==> config.mk <==
export PLATFORM = sky130hd
export DESIGN_NAME = sft_ram
export DESIGN_NICKNAME = d
export VERILOG_FILES = /design/src/design/sft_ram.sv
export SDC_FILE = /design/constraint.sdc
export NUM_CORES = 1
export LEC_CHECK = 0
export ABC_AREA = 1
export BUFFER_PORTS_ARGS = -buffer_cell sky130_fd_sc_hd__buf_2
export CORE_ASPECT_RATIO = 1.75
export CORE_MARGIN = 4
export CORE_UTILIZATION = 40
export CTS_CLUSTER_DIAMETER = 120
export DETAILED_ROUTE_END_ITERATION = 10
export SLEW_MARGIN = 5
export SYNTH_ARGS = -nofsm -noshare
export SYNTH_HDL_FRONTEND = slang
export SYNTH_SLANG_ARGS = --single-unit
export TNS_END_PERCENT = 20
==> constraint.sdc <==
create_clock -name clk -period 1.5 [get_ports clk]
set_clock_uncertainty 0.2 [all_clocks]
set_input_delay 0.075 -clock clk [delete_from_list [all_inputs] [get_ports clk]]
set_output_delay 0.075 -clock clk [all_outputs]
set_load 0.02 [all_outputs]
==> src/design/sft_ram.sv <==
// Generic single-port-write, single-port-read RAM with a registered read.
// Width and depth are parameters; no dependencies.
`default_nettype none

module sft_ram #(
  parameter int WIDTH = 8,
  parameter int DEPTH = 16,
  parameter int AW    = (DEPTH > 1) ? $clog2(DEPTH) : 1
) (
  input  wire logic             clk,
  input  wire logic             wr_en,
  input  wire logic [AW-1:0]    wr_addr,
  input  wire logic [WIDTH-1:0] wr_data,
  input  wire logic             rd_en,
  input  wire logic [AW-1:0]    rd_addr,
  output logic      [WIDTH-1:0] rd_data
);

  logic [WIDTH-1:0] mem [DEPTH];

  always_ff @(posedge clk) begin
    if (wr_en) begin
      mem[wr_addr] <= wr_data;
    end
    if (rd_en) begin
      rd_data <= mem[rd_addr];
    end
  end

endmodule

`default_nettype wire

==> Yosys cells after proc, flatten, opt, wreduce, memory -nomap -nowiden <==
Memory sizes are Yosys's and may differ from the RTL's. A register that Yosys moved wholly into a read port is not among the register bits.
Index checks and enable logic that the tools add are counted.
{ "word_totals": {"regBits": 0, "mem_bits_rw": 128, "output_inout_bits": 8, "wordCells": 3, "n_memories": 1} }
{ "memory_table": {"columns": ["memory", "words", "width", "rd", "rd_ports_with_merged_regs", "wr", "line_no", "rtl"], "rows": [
  ["mem", 16, 8, 1, 1, 1, "19", "logic [WIDTH-1:0] mem [DEPTH];"]
]} }
{ "op_classes": {"n_mux": 2} }
{ "ops": {"columns": ["operator", "count"], "rows": [
  ["two-way mux 1 bit", 2]
]} }

==> Depth between registers and ports, before layout <==
{ "depth": {"ltp_word": 2, "mapped_depth": 8, "depth_no_buf": 7} }

==> Worst setup path after synthesis <==
OpenSTA, ideal clock, no wires.
{ "synth_timing": {"kind": "input to register", "start": "in wr_addr[2]", "end": "mem mem[10][0], enable pin", "t_arrival_ps": 656, "required_ps": 930, "slack_ps": 274, "path_stages": 2, "path_cell_list": "nand3b_1 -> nor2_1"} }
{ "synth_lines": {"columns": ["element", "line_no", "rtl"], "rows": [
  ["start, declared", "12", "input wire logic [AW-1:0] wr_addr,"],
  ["end, declared", "19", null]
]} }
Straight into the memory's write port.

==> metrics <==
DR vias/cell 4.86; CP peak stage delay 0.35 ns; Routed WL 13400 um; Hold/Removal Path Class input pin to flop; commonest non-fill, non-tap cell in the layout nand2_1; sequential area share after synthesis 69.8%; number of H-tree levels 4; postcts setup bufs 0; total core area 14400 um^2; # setup viols final 0; initial core utilization 40.7%; All-Layer GR Usage 16.7%; Die Ht 168 um; # resized after CTS 0; Sink Count 136; synthesized area per cell 10.6 um^2; Syn Nets 570; GRT Residual Overflow 0; area share of the largest cell type after synthesis 69.8%; commonest non-fill, non-tap cells in the layout 173 x nand2_1, 136 x edfxtp_1, 100 x inv_1, 97 x nand3_1, 26 x buf_2; clk slew on worst S/H paths 0.06 ns; Synth Instances 551; Detailed Place HPWL 8800 um; layout net count 626; RSZ-0062 raised after global routing false; Clock Latency Late Sink 0.41 ns; TritonRoute pass-1 iters 5; Final Max Slew Viols 0; DR vias 3889; cell family with most CP delay simple AND/OR/NAND/NOR gates; IO buf count 26; Worst Path Required 1.46 ns; Detailed Route Iter0 Violations 282; slew margin rel. 57.8%; Die Area 16700 um^2; vias in the first global route 3864; largest net degree at the start of global routing 65; post-synth cell types 11; first-pass GRT wire length 20700 um; min cycle time layout 1.36 ns; CP Capture Type flop; area grow syn2layout 18.7%; post-route ant nets 0; cell mode on critical path nand3_1; Max clock buf depth 2; post-detailed-route wirelength per cell 16.7 um; FF+latch count, synth 136; max_cap viols 0; outcome completed; sequential cell area 4080 um^2; Post-Syn Area 5850 um^2; Final Hold Vio Count 0; Multi-input gate area 1210 um^2; Setup Crit Path Kind flop to flop; Ys Warns 0; final worst-path cycle share 90.4%; total power 8800 uW; slowest CP cell edfxtp_1; dominant cell type by area after synthesis edfxtp_1; TritonCTS buffer count 17; most area-consuming cells after synthesis edfxtp_1 70%, nand2_1 11%, nand3_1 8.3%; hold_ws 0.0768 ns; CTS tree done; # DRC 0; Fillers 1319; initial antenna violation count 0; CTS Hold Bufs 10; maximum clock frequency 737 MHz; FP Rows 58; Worst-Margin Slew 0.632 ns; Top-Level Pins 27; CP cell instances inv_1, nand2_1, nand3_1, nand3_1, nand3_1, nand2_1; ANT cells 0; CP bufs+invs 1; fraction of layout cells with a size suffix above 1 13.2%; Lkg Pwr 0.00299 uW; Arr. time, crit path 1.32 ns; Power Dens Cells 1270 nW/um^2; critical path launch point type flop; die width 99.4 um; clock root cell clkbuf_16; Routability Congestion 0.827; worst-path fanout max 1; worst IR drop on VDD 0.752 mV
[registers in the layout (all words and copies together) (netlist names)]
name and cells:
mem 128, rd_data 8
[cells in the mapped netlist]
library cell	count
buf_1	1
buf_2	13
buf_4	4
buf_6	6
edfxtp_1	136
inv_1	100
inv_2	2
nand2_1	173
nand3_1	97
nand3b_1	2
nor2_1	17
[final timing paths]
kind / from / cells past startpoint / slack [ns] / to
worst max-delay path: mem[5][0]$_DFFE_PP_ / 6 / 0.14 / rd_data[0]$_DFFE_PP_
worst min-delay path: rd_addr[2] / 5 / 0.08 / rd_data[3]$_DFFE_PP_
worst max register to register: mem[5][0]$_DFFE_PP_ / 6 / 0.14 / rd_data[0]$_DFFE_PP_
worst min register to register: mem[10][0]$_DFFE_PP_ / 6 / 0.56 / rd_data[0]$_DFFE_PP_
[final cells by class]
| cell class | instances | share of cell area [%] |
|---|---|---|
| multi-input combinational | 289 | 17.5 |
| timing repair buffer | 61 | 6.74 |
| sequential | 136 | 58.9 |
| tap | 180 | 3.25 |
| clock buffer | 19 | 6.24 |
| inverter | 102 | 5.52 |
| clock inverter | 13 | 1.89 |
[power breakdown]
part           total, uW  switching, uW  leakage [uW]  internal, uW
sequential          4310           22.5       0.00124          4280
combinational        571            390       0.00148           181
clock               3920           1500      0.000266          2430
[stage by stage]
step           setup TNS (ns)  cells  area (um^2)  utilization (%)  setup slack [ns]
3_3_place_gp         -0.00570    758         6270             43.7          -0.00570
2_1_floorplan               0    551         5850                -             0.274
5_1_grt                     0    800         6940             48.3            0.0613
4_1_cts                     0    800         6940             48.3             0.136
3_5_place_dp          -0.0427    758         6270             43.7           -0.0263
6_report                    0    800         6940             48.3             0.144
[tightest hold or removal path, stage by stage]
cell and delay (ns):
buf_2 0.12, buf_4 0.17, nand3_1 0.09, nand3_1 0.07
nand2_1 0.06
[cell families (layout without fill, tap and decap cells)]
family	Yosys count	in the layout	share of synthesized area, %
AND/OR/NAND/NOR	289	289	20.8
flip-flops	136	136	69.8
buffers and inverters	126	195	9.39
[metal layers]
layer / track usage (%) / wire (um) / vias up
met5: 0 / 0 / -
met4: 8.20 / 469 / 0
met3: 3.48 / 496 / 29
met2: 29.9 / 7390 / 94
met1: 18.5 / 5040 / 1868
li1: - / - / 1898
(Power assumes the default switching activity.)
