===== config.mk =====
export PLATFORM = sky130hd
export DESIGN_NAME = sft_decide
export DESIGN_NICKNAME = d
export VERILOG_FILES = /design/src/design/sft_pkg.sv /design/src/design/sft_decide.sv
export SDC_FILE = /design/constraint.sdc
export NUM_CORES = 1
export LEC_CHECK = 0
export BUFFER_PORTS_ARGS = -buffer_cell sky130_fd_sc_hd__buf_2
export CAP_MARGIN = 0
export CORE_AREA = 2 2 307 309
export DETAILED_ROUTE_END_ITERATION = 7
export DIE_AREA = 0 0 309 311
export GPL_TIMING_DRIVEN = 1
export MAX_ROUTING_LAYER = met4
export SYNTH_ARGS = -nofsm -noshare
export SYNTH_HDL_FRONTEND = slang
export SYNTH_SLANG_ARGS = --single-unit

===== constraint.sdc =====
create_clock -name vclk -period 4.8
set_input_delay 0.96 -clock vclk [all_inputs]
set_output_delay 0.96 -clock vclk [all_outputs]
set_load 0.01 [all_outputs]

===== src/design/sft_pkg.sv =====
// Shared types and codes for the source fence table.
// Holds the entry layout, the item and result words and the refusal codes; no dependencies.
`default_nettype none

package sft_pkg;

  typedef enum logic [2:0] {
    REF_NONE        = 3'd0,
    REF_STALE_EPOCH = 3'd1,
    REF_STALE_INC   = 3'd2,
    REF_STALE_SEQ   = 3'd3,
    REF_CONFLICT    = 3'd4,
    REF_FULL        = 3'd5
  } refusal_t;

  typedef enum logic [2:0] {
    S_IDLE   = 3'b001,
    S_SCAN   = 3'b010,
    S_DECIDE = 3'b100
  } state_t;

  localparam logic ACT_GREETING = 1'b0;
  localparam logic ACT_SNAPSHOT = 1'b1;

  typedef struct packed {
    logic [63:0] key;
    logic [31:0] epoch;
    logic [31:0] incarnation;
    logic        mark_set;
    logic [63:0] sequence_mark;
    logic [63:0] digest;
  } entry_t;

  localparam int ENTRY_W = $bits(entry_t);

  typedef struct packed {
    logic        action;
    logic [63:0] source_key;
    logic [31:0] epoch_in;
    logic [31:0] incarnation_in;
    logic [63:0] sequence_in;
    logic [63:0] digest_in;
  } item_t;

  typedef struct packed {
    logic     accepted;
    refusal_t refusal;
    logic     marks_cleared;
    logic [3:0] slot_used;
  } result_t;

  typedef struct packed {
    logic wr_en;
    logic alloc;
  } wr_ctl_t;

endpackage

`default_nettype wire


===== src/design/sft_decide.sv =====
// Fence decision for one item against the entry found by the table scan.
// Produces the write-back entry, its write control and the result word; uses sft_pkg.
`default_nettype none

module sft_decide (
  input  wire  sft_pkg::item_t   item,
  input  wire  sft_pkg::entry_t  entry,
  input  wire logic              found,
  input  wire logic              have_free,
  input  wire logic [3:0]        slot_hit,
  input  wire logic [3:0]        slot_free,
  output sft_pkg::wr_ctl_t       ctl,
  output sft_pkg::entry_t        wr_entry,
  output sft_pkg::result_t       res
);
  import sft_pkg::*;

  logic ep_lt;
  logic ep_eq;
  logic inc_lt;
  logic inc_eq;
  logic inc_gt;
  logic seq_lt;
  logic seq_eq;
  logic seq_gt;
  logic dig_eq;

  assign ep_lt  = item.epoch_in < entry.epoch;
  assign ep_eq  = item.epoch_in == entry.epoch;
  assign inc_lt = item.incarnation_in < entry.incarnation;
  assign inc_eq = item.incarnation_in == entry.incarnation;
  assign inc_gt = item.incarnation_in > entry.incarnation;
  assign seq_lt = item.sequence_in < entry.sequence_mark;
  assign seq_eq = item.sequence_in == entry.sequence_mark;
  assign seq_gt = item.sequence_in > entry.sequence_mark;
  assign dig_eq = item.digest_in == entry.digest;

  always_comb begin
    ctl           = '0;
    wr_entry      = entry;
    res.accepted      = 1'b1;
    res.refusal       = REF_NONE;
    res.marks_cleared = 1'b0;
    res.slot_used     = slot_hit;

    if (!found) begin
      if (!have_free) begin
        res.accepted  = 1'b0;
        res.refusal   = REF_FULL;
        res.slot_used = 4'd0;
      end else begin
        ctl.wr_en              = 1'b1;
        ctl.alloc              = 1'b1;
        res.slot_used          = slot_free;
        wr_entry.key           = item.source_key;
        wr_entry.epoch         = item.epoch_in;
        wr_entry.incarnation   = item.incarnation_in;
        wr_entry.mark_set      = item.action;
        wr_entry.sequence_mark = item.sequence_in;
        wr_entry.digest        = item.digest_in;
      end
    end else if (item.action == ACT_GREETING) begin
      if (ep_lt) begin
        res.accepted = 1'b0;
        res.refusal  = REF_STALE_EPOCH;
      end else if (inc_lt) begin
        res.accepted = 1'b0;
        res.refusal  = REF_STALE_INC;
      end else begin
        ctl.wr_en            = 1'b1;
        wr_entry.epoch       = item.epoch_in;
        wr_entry.incarnation = item.incarnation_in;
        if (inc_gt) begin
          res.marks_cleared      = 1'b1;
          wr_entry.mark_set      = 1'b0;
          wr_entry.sequence_mark = '0;
          wr_entry.digest        = '0;
        end
      end
    end else if (!ep_eq || !inc_eq) begin
      if (ep_lt) begin
        res.accepted = 1'b0;
        res.refusal  = REF_STALE_EPOCH;
      end else if (ep_eq && inc_lt) begin
        res.accepted = 1'b0;
        res.refusal  = REF_STALE_INC;
      end else begin
        ctl.wr_en              = 1'b1;
        wr_entry.epoch         = item.epoch_in;
        wr_entry.incarnation   = item.incarnation_in;
        wr_entry.mark_set      = 1'b1;
        wr_entry.sequence_mark = item.sequence_in;
        wr_entry.digest        = item.digest_in;
      end
    end else if (!entry.mark_set) begin
      ctl.wr_en              = 1'b1;
      wr_entry.mark_set      = 1'b1;
      wr_entry.sequence_mark = item.sequence_in;
      wr_entry.digest        = item.digest_in;
    end else if (seq_lt) begin
      res.accepted = 1'b0;
      res.refusal  = REF_STALE_SEQ;
    end else if (seq_eq && !dig_eq) begin
      res.accepted = 1'b0;
      res.refusal  = REF_CONFLICT;
    end else if (seq_gt) begin
      ctl.wr_en              = 1'b1;
      wr_entry.sequence_mark = item.sequence_in;
      wr_entry.digest        = item.digest_in;
    end
  end

endmodule

`default_nettype wire


Word-level counts from Yosys, hierarchy flattened --
Index checks and enable logic that the tools add are counted.
Word-level totals: register bits after elaboration 0, input bits 524, output and inout bits 268, word-level logic and storage cells 61
Cells by class: order comparisons 5, equality and inequality tests 4, mux-type cells 46, reduce and logical (&&, ||, !) cells 6
Operators by type and width (count):
- 193-bit 2-to-1 mux | 6
- 128-bit 2-to-1 mux | 4
- 129-bit 2-to-1 mux | 2
- 257-bit 2-to-1 mux | 1
- 64-bit equality test | 2
- 64-bit 2-to-1 mux | 2
- 32-bit equality test | 2
- 64-bit > comparator | 1
- 32-bit less-than comparator | 2
- 64-bit less-than comparator | 1
- 4-bit 2-to-1 mux | 13
- 32-bit > comparator | 1
- 1-bit 2-to-1 mux | 17
- 1-bit logical NOT | 3
- 1-bit logical AND | 2
- 2-bit 2-to-1 mux | 1
- 1-bit logical OR | 1

Depth between registers and ports, before layout --
Gate-level depths: netlist (run 1).
depth in word-level cells 9, depth in mapped cells 14, mapped depth without buffers 11

Worst setup path before layout (run 1) --
Ideal clock, no wire load.
kind in2out, from input entry[175] (netlist name), to output wr_entry[106] (netlist name), arrival time 3360 ps, data required time 3840 ps, slack 480 ps, cell stages on the path 14, path buffers 3, path through inv_1 -> ha_1 -> a21oi_1 -> nand2_1 -> a22o_1 -> o41a_1 -> nor4_4 -> or2_4 -> o21ai_2 -> buf_4 -> o21bai_1 -> buf_2 -> buf_4 -> a22o_1
RTL lines:
- start: declaration | line sft_decide.sv:7 | input wire sft_pkg::entry_t entry,
- end: declaration | line sft_decide.sv:13 | output sft_pkg::entry_t wr_entry,

==> summary.md, run 1 <==
| Metric | Value |
|---|---|
| Pleak | 0.00922 uW |
| Worst path max stage delay | 0.65 ns |
| Critical path launch point | entry[101] |
| Initial antenna violation count | 62 |
| Distinct cells, synth | 56 |
| Starting Density | 8.84% |
| Die Span Y | between 300 and 400 um |
| Stages on worst setup path | 18 |
| Peak VDD IR | 0.0000502 V |
| GRT met2 Usage | 28.8% |
| Port Buffers | 792 |
| GRT overflow | 0 |
| Worst path top cell family by delay | simple AND/OR/NAND/NOR gates |
| Layout cell share with drive strength beyond 1 | 65.5% |
| Vias in the first global route | 12700 |
| Yosys warns | 0 |
| CP endpoint kind | output pin |
| Sequential standard cell area | 0 sq um |
| Highest-count cells in the layout ignoring fill and taps | buf_2 (608), buf_4 (177), buf_6 (160), inv_1 (87), a22oi_1 (74) |
| Routability cong. | 0.880 |
| Total power | about 2400 uW |
| Crit path to | wr_entry[106] |
| Crit-path max FO | 7 |
| DRC viols | 0 |
| Met3 GRT Util | 5.07% |
| Kind of critical path | in -> out |
| MaxCap Viol Count | 0 |
| Worst Hold Class | in -> out |
| Vias per cell | just under 4 |
| Critical-path cell list | buf_6, inv_4, ha_4, nand4_1, buf_4, nor4_4, nand3_1, or4_4, nand2_4, a31oi_4, a21oi_4, buf_6, o21bai_4, buf_12, buf_16, buf_6, a22o_4, buf_6 |
| Routed WL per cell | 26.2 um |
| Detailed Route WL | ~87000 um |
| Netlist Area Pre-Place | 0.00821 sq mm |
| Row Count | roughly 110 |
| Core footprint | 0.0928 sq mm |
| Crit path time final | 5.10 ns |
| Critical Path AT | slightly above 4 ns |
| Area contributors post-synth | ha_1 (20%), mux2_2 (12%), mux2i_1 (9.1%) |
| Vias | 13000 |
| Cell taking the most area after synthesis | ha_1 |
| WP data required | approximately 3.8 ns |
| Hold buffers post-CTS | 0 |
| Critical Path Start Type | input port |
| Post-synthesis net count | 1714 |
| Failing checks | negative setup slack |
| Die area | 0.0961 sq mm |
| Rel. slew slack | approximately a fifth |
| Max Freq | 196 MHz |
| Critical path's most frequent cell | buf_6 |
| Syn avg cell area | 7.73 sq um |
| CLK BUF | 0 |
| CP Buf/Inv Count | 8 |
| Largest net degree at the start of global routing | 68 |
| Final worst path period share | 106% |
| Slew Limit Fails | 0 |
| Fin. Hold Viols | 0 |
| Area delta synth->final | 125% |
| FILL cells | between 10000 and 15000 |
| Layout Nets | 2667 |
| Tot GR Track Use | 17.0% |
| Setup TNS | -34.39 ns |
| I/O pins | about 790 |
| Critical path's slowest cell | or4_4 |
| Post-Syn Instances | 1062 |
| Tightest Pin Transition | 1.20 ns |
| Setup violation total in the final timing report | 175 |
| Status | complete, but fails checks |
| GRT busiest layer | met2 |
| Unrepaired setup endpoints after global routing | yes |
| Initial DRC count | 699 |
| Dpl hpwl | around 74000 um |
| Post-Route Utilization | 19.9% |
| TritonRoute pass-1 iters | 5 |
| Top cell type's share of synthesized area | 19.5% |
| Power Density | 130 mW/mm^2 |
| Commonest non-fill, non-tap cell in the layout | buf_2 |
| Antenna-violating nets left | 0 |
| Chip Width | 309 um |
| Final worst setup slack | -0.296 ns |
| Register area share after synthesis | 0% |
| Met1 Usage GRT | about a fifth |
| FFs & Latches | 0 |
| First-pass GRT wire length | 109000 um |
## metrics by stage
| stage | worst slack (ns) | std cells | cell area [sq um] | hold WS (ns) |
|---|---|---|---|---|
| finish | -0.296 | 3317 | 18500 | 2.22 |
| global route | -0.425 | 3314 | 18500 | 2.22 |
| CTS | -0.268 | 3253 | 16700 | 2.22 |
| detailed placement | -0.850 | 3216 | 14900 | 2.22 |
| global placement | -0.820 | 3216 | 14900 | 2.21 |
| floorplan | 0.480 | 1062 | 8210 | 2.07 |
## routing by layer
metal	wire length, um	share of wire [%]
met5	0	0
met2	41500	48
met3	7470	8.6
met4	3560	4.1
met1	34400	40
## cell usage after synthesis (all sizes together) (2+ instances only)
library cell / number
nor4: 24
nand2b: 2
and4: 3
mux2i: 75
nor3: 10
a22o: 57
o21ai: 103
clkbuf: 28
a31oi: 2
o22a: 2
and2: 2
nor2b: 6
inv: 135
mux2: 128
and3: 5
a221oi: 3
a21boi: 4
or2: 2
o211ai: 3
ha: 128
a211oi: 5
buf: 32
a22oi: 74
xor2: 64
nand2: 32
a21oi: 58
a21o: 3
o21a: 2
nand4: 30
nor2: 14
o22ai: 3
nand3: 13
## power breakdown
part	internal (uW)	switching, uW
Combinational	1180	1220
Clock	0.00144	0
Sequential	0	0
## kinds of logic after synthesis
family,count (synthesis),share of synthesized area (%)
adder cells (fa/ha/maj),128,19.5
XOR/XNOR,64,6.83
AND/OR/NAND/NOR,145,9.82
buffers and inverters,195,10.4
multiplexers,203,26.7
AO/OA/AOI/OAI,327,26.7
## how the worst min path moves through the flow
stage / start / endpoint / depth (start not counted)
2_1_floorplan: slot_free[2] / res[2] / 1
3_3_place_gp: slot_free[2] / res[2] / 3
3_5_place_dp: slot_hit[0] / res[0] / 4
4_1_cts: slot_hit[0] / res[0] / 4
5_1_grt: entry[171] / wr_entry[171] / 3
6_report: entry[165] / wr_entry[165] / 3
## layout make-up
| type | instances | area, sq um | area share (%) |
|---|---|---|---|
| well taps | 1254 | 1570 | 8.49 |
| repair buffers | 1011 | 7490 | 40.5 |
| multi-input cells | 867 | 8770 | 47.4 |
| diodes | 50 | 125 | 0.677 |
| inverters | 135 | 532 | 2.88 |
## timing repair
| item | 4_1_cts | 5_1_grt |
|---|---|---|
| cloned | 13 | 4 |
| pin swaps | 53 | 95 |
| gates resized for setup | 306 | 316 |
| setup endpoints to repair | 196 | 194 |
| buffers inserted | 29 | 17 |
| endpoints found under the hold margin | 0 | 0 |
No activity file was read; power rests on OpenSTA's default activity.
==> run 2: changes to the inputs <==
- BUFFER_PORTS_ARGS: -buffer_cell sky130_fd_sc_hd__buf_2 -> unset
- CORE_AREA: 2 2 307 309 -> 2 2 305 307
- DIE_AREA: 0 0 309 311 -> 0 0 307 309
- DONT_BUFFER_PORTS: unset -> 1
==> summary.md, run 2 <==
| Metric | Value |
|---|---|
| Post-synth top cells | inv_1 (135), ha_1 (128), mux2_2 (86) |
| Row Count | 111 (-0.89%) |
| Worst ep type | output port |
| Die Span Y | 309 um (-0.64%) |
| GRT overflow | 0 (unchanged) |
| First-pass GRT wire length | 98000 um (-9.8%) |
| Starting Density | 8.98% (+0.13 points) |
| Register area share after synthesis | 0% (unchanged) |
| Yosys warns | 0 (unchanged) |
| Netlist Area Pre-Place | 0.00821 sq mm (unchanged) |
| Largest net degree at the start of global routing | 76 (+12%) |
| Syn avg cell area | 7.73 sq um (unchanged) |
| Post-Syn Instances | 1062 (unchanged) |
| Cell Area, Placed | 0.0112 sq mm (-25%) |
| Post-synthesis net count | 1714 (unchanged) |
| Port Buffers | 0 (-100%) |
| Log Error | [ERROR DRT-0255] Maze Route cannot find path of net entry[16] in worker of routeBox ( 289800 0 ) ( 307000 48300 ). |
| Area contributors post-synth | ha_1 (20%), mux2_2 (12%), mux2i_1 (9.1%) |
| GR repair worst EP | wr_entry[104] |
| Top cell type's share of synthesized area | 19.5% (unchanged) |
| DP Worst Slack | -0.723 ns (+0.128 ns) |
| I/O pins | 792 (unchanged) |
| Status | did not finish |
| Tot GR Track Use | 16.0% (-0.99 points) |
| Count leader, synth | inv_1 |
| Routability cong. | 0.953 (+8.2%) |
| Initial antenna violation count | 8 (-87%) |
| Stage reached | detailed routing (5_2_route) |
| Dpl hpwl | 70100 um (-5.1%) |
| Distinct cells, synth | 56 (unchanged) |
| Hold buffers post-CTS | 0 (unchanged) |
| Vias in the first global route | 9876 (-22%) |
| Cell taking the most area after synthesis | ha_1 |
| Chip Width | 307 um (-0.65%) |
==> run 2: cell counts after synthesis <==
No cell type changed its count.
==> run 2: layer usage <==
metal	global-route usage, %
met2	26.3
met4	5.71
met3	5.04
met5	-
met1	18.2
==> run 2: stage by stage <==
| stage | TNS (ns) | cells |
|---|---|---|
| floorplan | 0 | 1062 |
| global placement | -108.02 | 2381 |
| detailed placement | -107.51 | 2381 |
| CTS | -5.30 | 2419 |
| global route | -26.57 | 2436 |
==> run 2: timing repair <==
item / 4_1_cts / 5_1_grt
buffers inserted: 33 / 11
resized for setup: 286 / 80
gates cloned: 10 / 2
pin swaps: 57 / 35
endpoints found under the setup margin: 197 / 187
==> run 2: cells by family after synthesis <==
logic type,Yosys count,share of synthesized area (%)
AOI/OAI and AO/OA,327,26.7
muxes,203,26.7
buffers and inverters,195,10.4
and+or+nand+nor,145,9.82
adders and majority gates,128,19.5
xor gates and xnor gates,64,6.83
==> run 3: changes to the inputs <==
- CORE_AREA: 2 2 305 307 -> 2 2 312 314
- DIE_AREA: 0 0 307 309 -> 0 0 314 316
- MAX_ROUTING_LAYER: met4 -> unset
- PLACE_DENSITY_LB_ADDON: unset -> 0.15
==> summary.md, run 3 (synthesis gave the netlist of run 1 again) <==
| Metric | Value |
|---|---|
| Worst path max stage delay | 0.28 ns |
| M1 WL | about 22000 um |
| Fin Hold WS | between 2 and 2.5 ns |
| Worst Hold Class | in -> out |
| Cell Area, Placed | 0.0112 sq mm (+0.45%) |
| Pleak | 0.00561 uW |
| Initial DRC count | ~350 |
| Final instance area | 0.0130 sq mm |
| Critical-path cell list | inv_1, ha_4, buf_4, nand4_1, nor3_4, buf_12, o311a_4, a2111oi_4, buf_4, buf_6, or2_4, o21ai_4, buf_6, o22ai_4, buf_12, buf_4, a22o_4, buf_4 |
| Core footprint | 0.0960 sq mm |
| FFs & Latches | 0 |
| Met3 wire len | 5760 um |
| Slew Limit Fails | 0 |
| Fin. Hold Viols | 0 |
| Tightest Pin Transition | between 0.7 and 0.8 ns |
| Starting Density | 8.55% (-0.43 points) |
| Kind of critical path | in -> out |
| Commonest non-fill, non-tap cell in the layout | buf_4 |
| Die area | roughly 0.1 sq mm |
| Peak VDD IR | 0.0000437 V |
| Crit path time final | 4.83 ns |
| Routability cong. | 0.974 (+2.2%) |
| Cells after DPL | 2470 (+3.7%) |
| Largest net degree at the start of global routing | 89 (+17%) |
| Detailed Route WL | 62900 um |
| Antenna-violating nets left | 0 |
| Final worst path period share | 101% |
| DP Worst Slack | -0.663 ns (+0.0592 ns) |
| GRT overflow | 0 (unchanged) |
| First-pass GRT wire length | 79800 um (-19%) |
| Layout cell share with drive strength beyond 1 | 40.5% |
| Setup violation total in the final timing report | 4 |
| Chip Width | 314 um (+2.3%) |
| Critical path's slowest cell | nor3_4 |
| Critical Path AT | 3.87 ns |
| Vias per cell | 3.83 |
| Vias | between 9000 and 10000 |
| Unrepaired setup endpoints after global routing | yes |
| Crit-path max FO | 10 |
| Vias in the first global route | 9487 (-3.9%) |
| Routed WL per cell | 25.0 um |
| I/O pins | 792 (unchanged) |
| Tot GR Track Use | 11.4% (-4.6 points) |
| Row Count | 114 (+2.7%) |
| TritonRoute pass-1 iters | 5 |
| Area delta synth->final | 58.7% |
| WP data required | about 3.8 ns |
| CP endpoint kind | output pin |
| Rel. slew slack | 52.3% |
| Sequential standard cell area | 0 sq um |
| MaxCap Viol Count | 0 |
| Setup TNS | -0.0694 ns |
| DRC viols | 0 |
| Max Freq | 207 MHz |
| Port Buffers | 0 (unchanged) |
| Worst Hold Depth | 1 |
| Hold Path Sink | wr_entry[111] |
| Layout Nets | 1886 |
| Die Span Y | 316 um (+2.3%) |
| Initial antenna violation count | 8 (unchanged) |
| Failing checks | negative setup slack |
| WL met2 | between 30000 and 40000 um |
| Status | complete, but fails checks |
| CLK BUF | 0 |
| Highest-count cells in the layout ignoring fill and taps | buf_4 (159), inv_1 (111), ha_1 (95), mux2_2 (87), a22oi_1 (74) |
| Highest metal used | met4 |
| Final worst setup slack | -0.0286 ns |
| Finished Layout Cells | 2512 |
| HP Start | item[111] |
| Critical Path Start Type | input port |
| Power Density | approximately 120 mW/mm^2 |
| Dpl hpwl | 55500 um (-21%) |
| Critical path's most frequent cell | buf_4 |
run 3: cell type report:
| type | count | area, sq um |
|---|---|---|
| diodes | 4 | 10.0 |
| multi-input cells | 867 | 8510 |
| repair buffers | 230 | 2360 |
| well taps | 1276 | 1600 |
| inverters | 135 | 542 |
| fillers | 11000 | 83000 |
run 3: power by group:
group / leakage, uW / switching (uW) / internal (uW)
combinational: 0.00561 / 810 / 736
clock: 0.0000000254 / 0 / 0.000112
sequential: 0 / 0 / 0
run 3: stage by stage:
| stage | util [%] | total power (uW) |
|---|---|---|
| 2_1_floorplan | - | 769 |
| 4_1_cts | 12.3 | 1430 |
| 3_3_place_gp | 11.7 | 1340 |
| 6_report | 13.6 | 1550 |
| 3_5_place_dp | 11.7 | 1330 |
| 5_1_grt | 13.6 | 1660 |
run 3: routing by layer:
| layer | GRT usage, % | up-vias |
|---|---|---|
| li1 | - | 4340 |
| met1 | 11.8 | 4724 |
| met2 | 22.5 | 511 |
| met3 | 3.59 | 51 |
| met4 | 1.60 | 0 |
| met5 | 0 | - |
run 3: repair_timing:
| action | in CTS | in global routing |
|---|---|---|
| endpoints found under the setup margin | 197 | 194 |
| setup buffers | 13 | 34 |
| cloned | 2 | 3 |
| hold buffers | 0 | 0 |
| resized for setup | 91 | 232 |
| pin swaps | 13 | 50 |
run 3: worst max-delay path, delay by kind of cell:
family,cells,cell delay [ns]
buffers and inverters,9,1.14
AND/OR/NAND/NOR,3,0.69
AO/OA/AOI/OAI,5,0.77
adder cells (fa/ha/maj),1,0.26
run 3: worst max path at each step:
stage                          start             to  slack (ns)  depth (start not counted)
after floorplan           entry[175]  wr_entry[106]        0.48                         14
after detailed placement  entry[107]   wr_entry[94]       -0.66                         13
after CTS                 entry[150]   wr_entry[78]       -0.11                         18
after global placement    entry[160]   wr_entry[74]       -0.70                         16
after global routing      entry[108]   wr_entry[27]       -0.20                         16
final                     entry[158]   wr_entry[65]       -0.03                         18
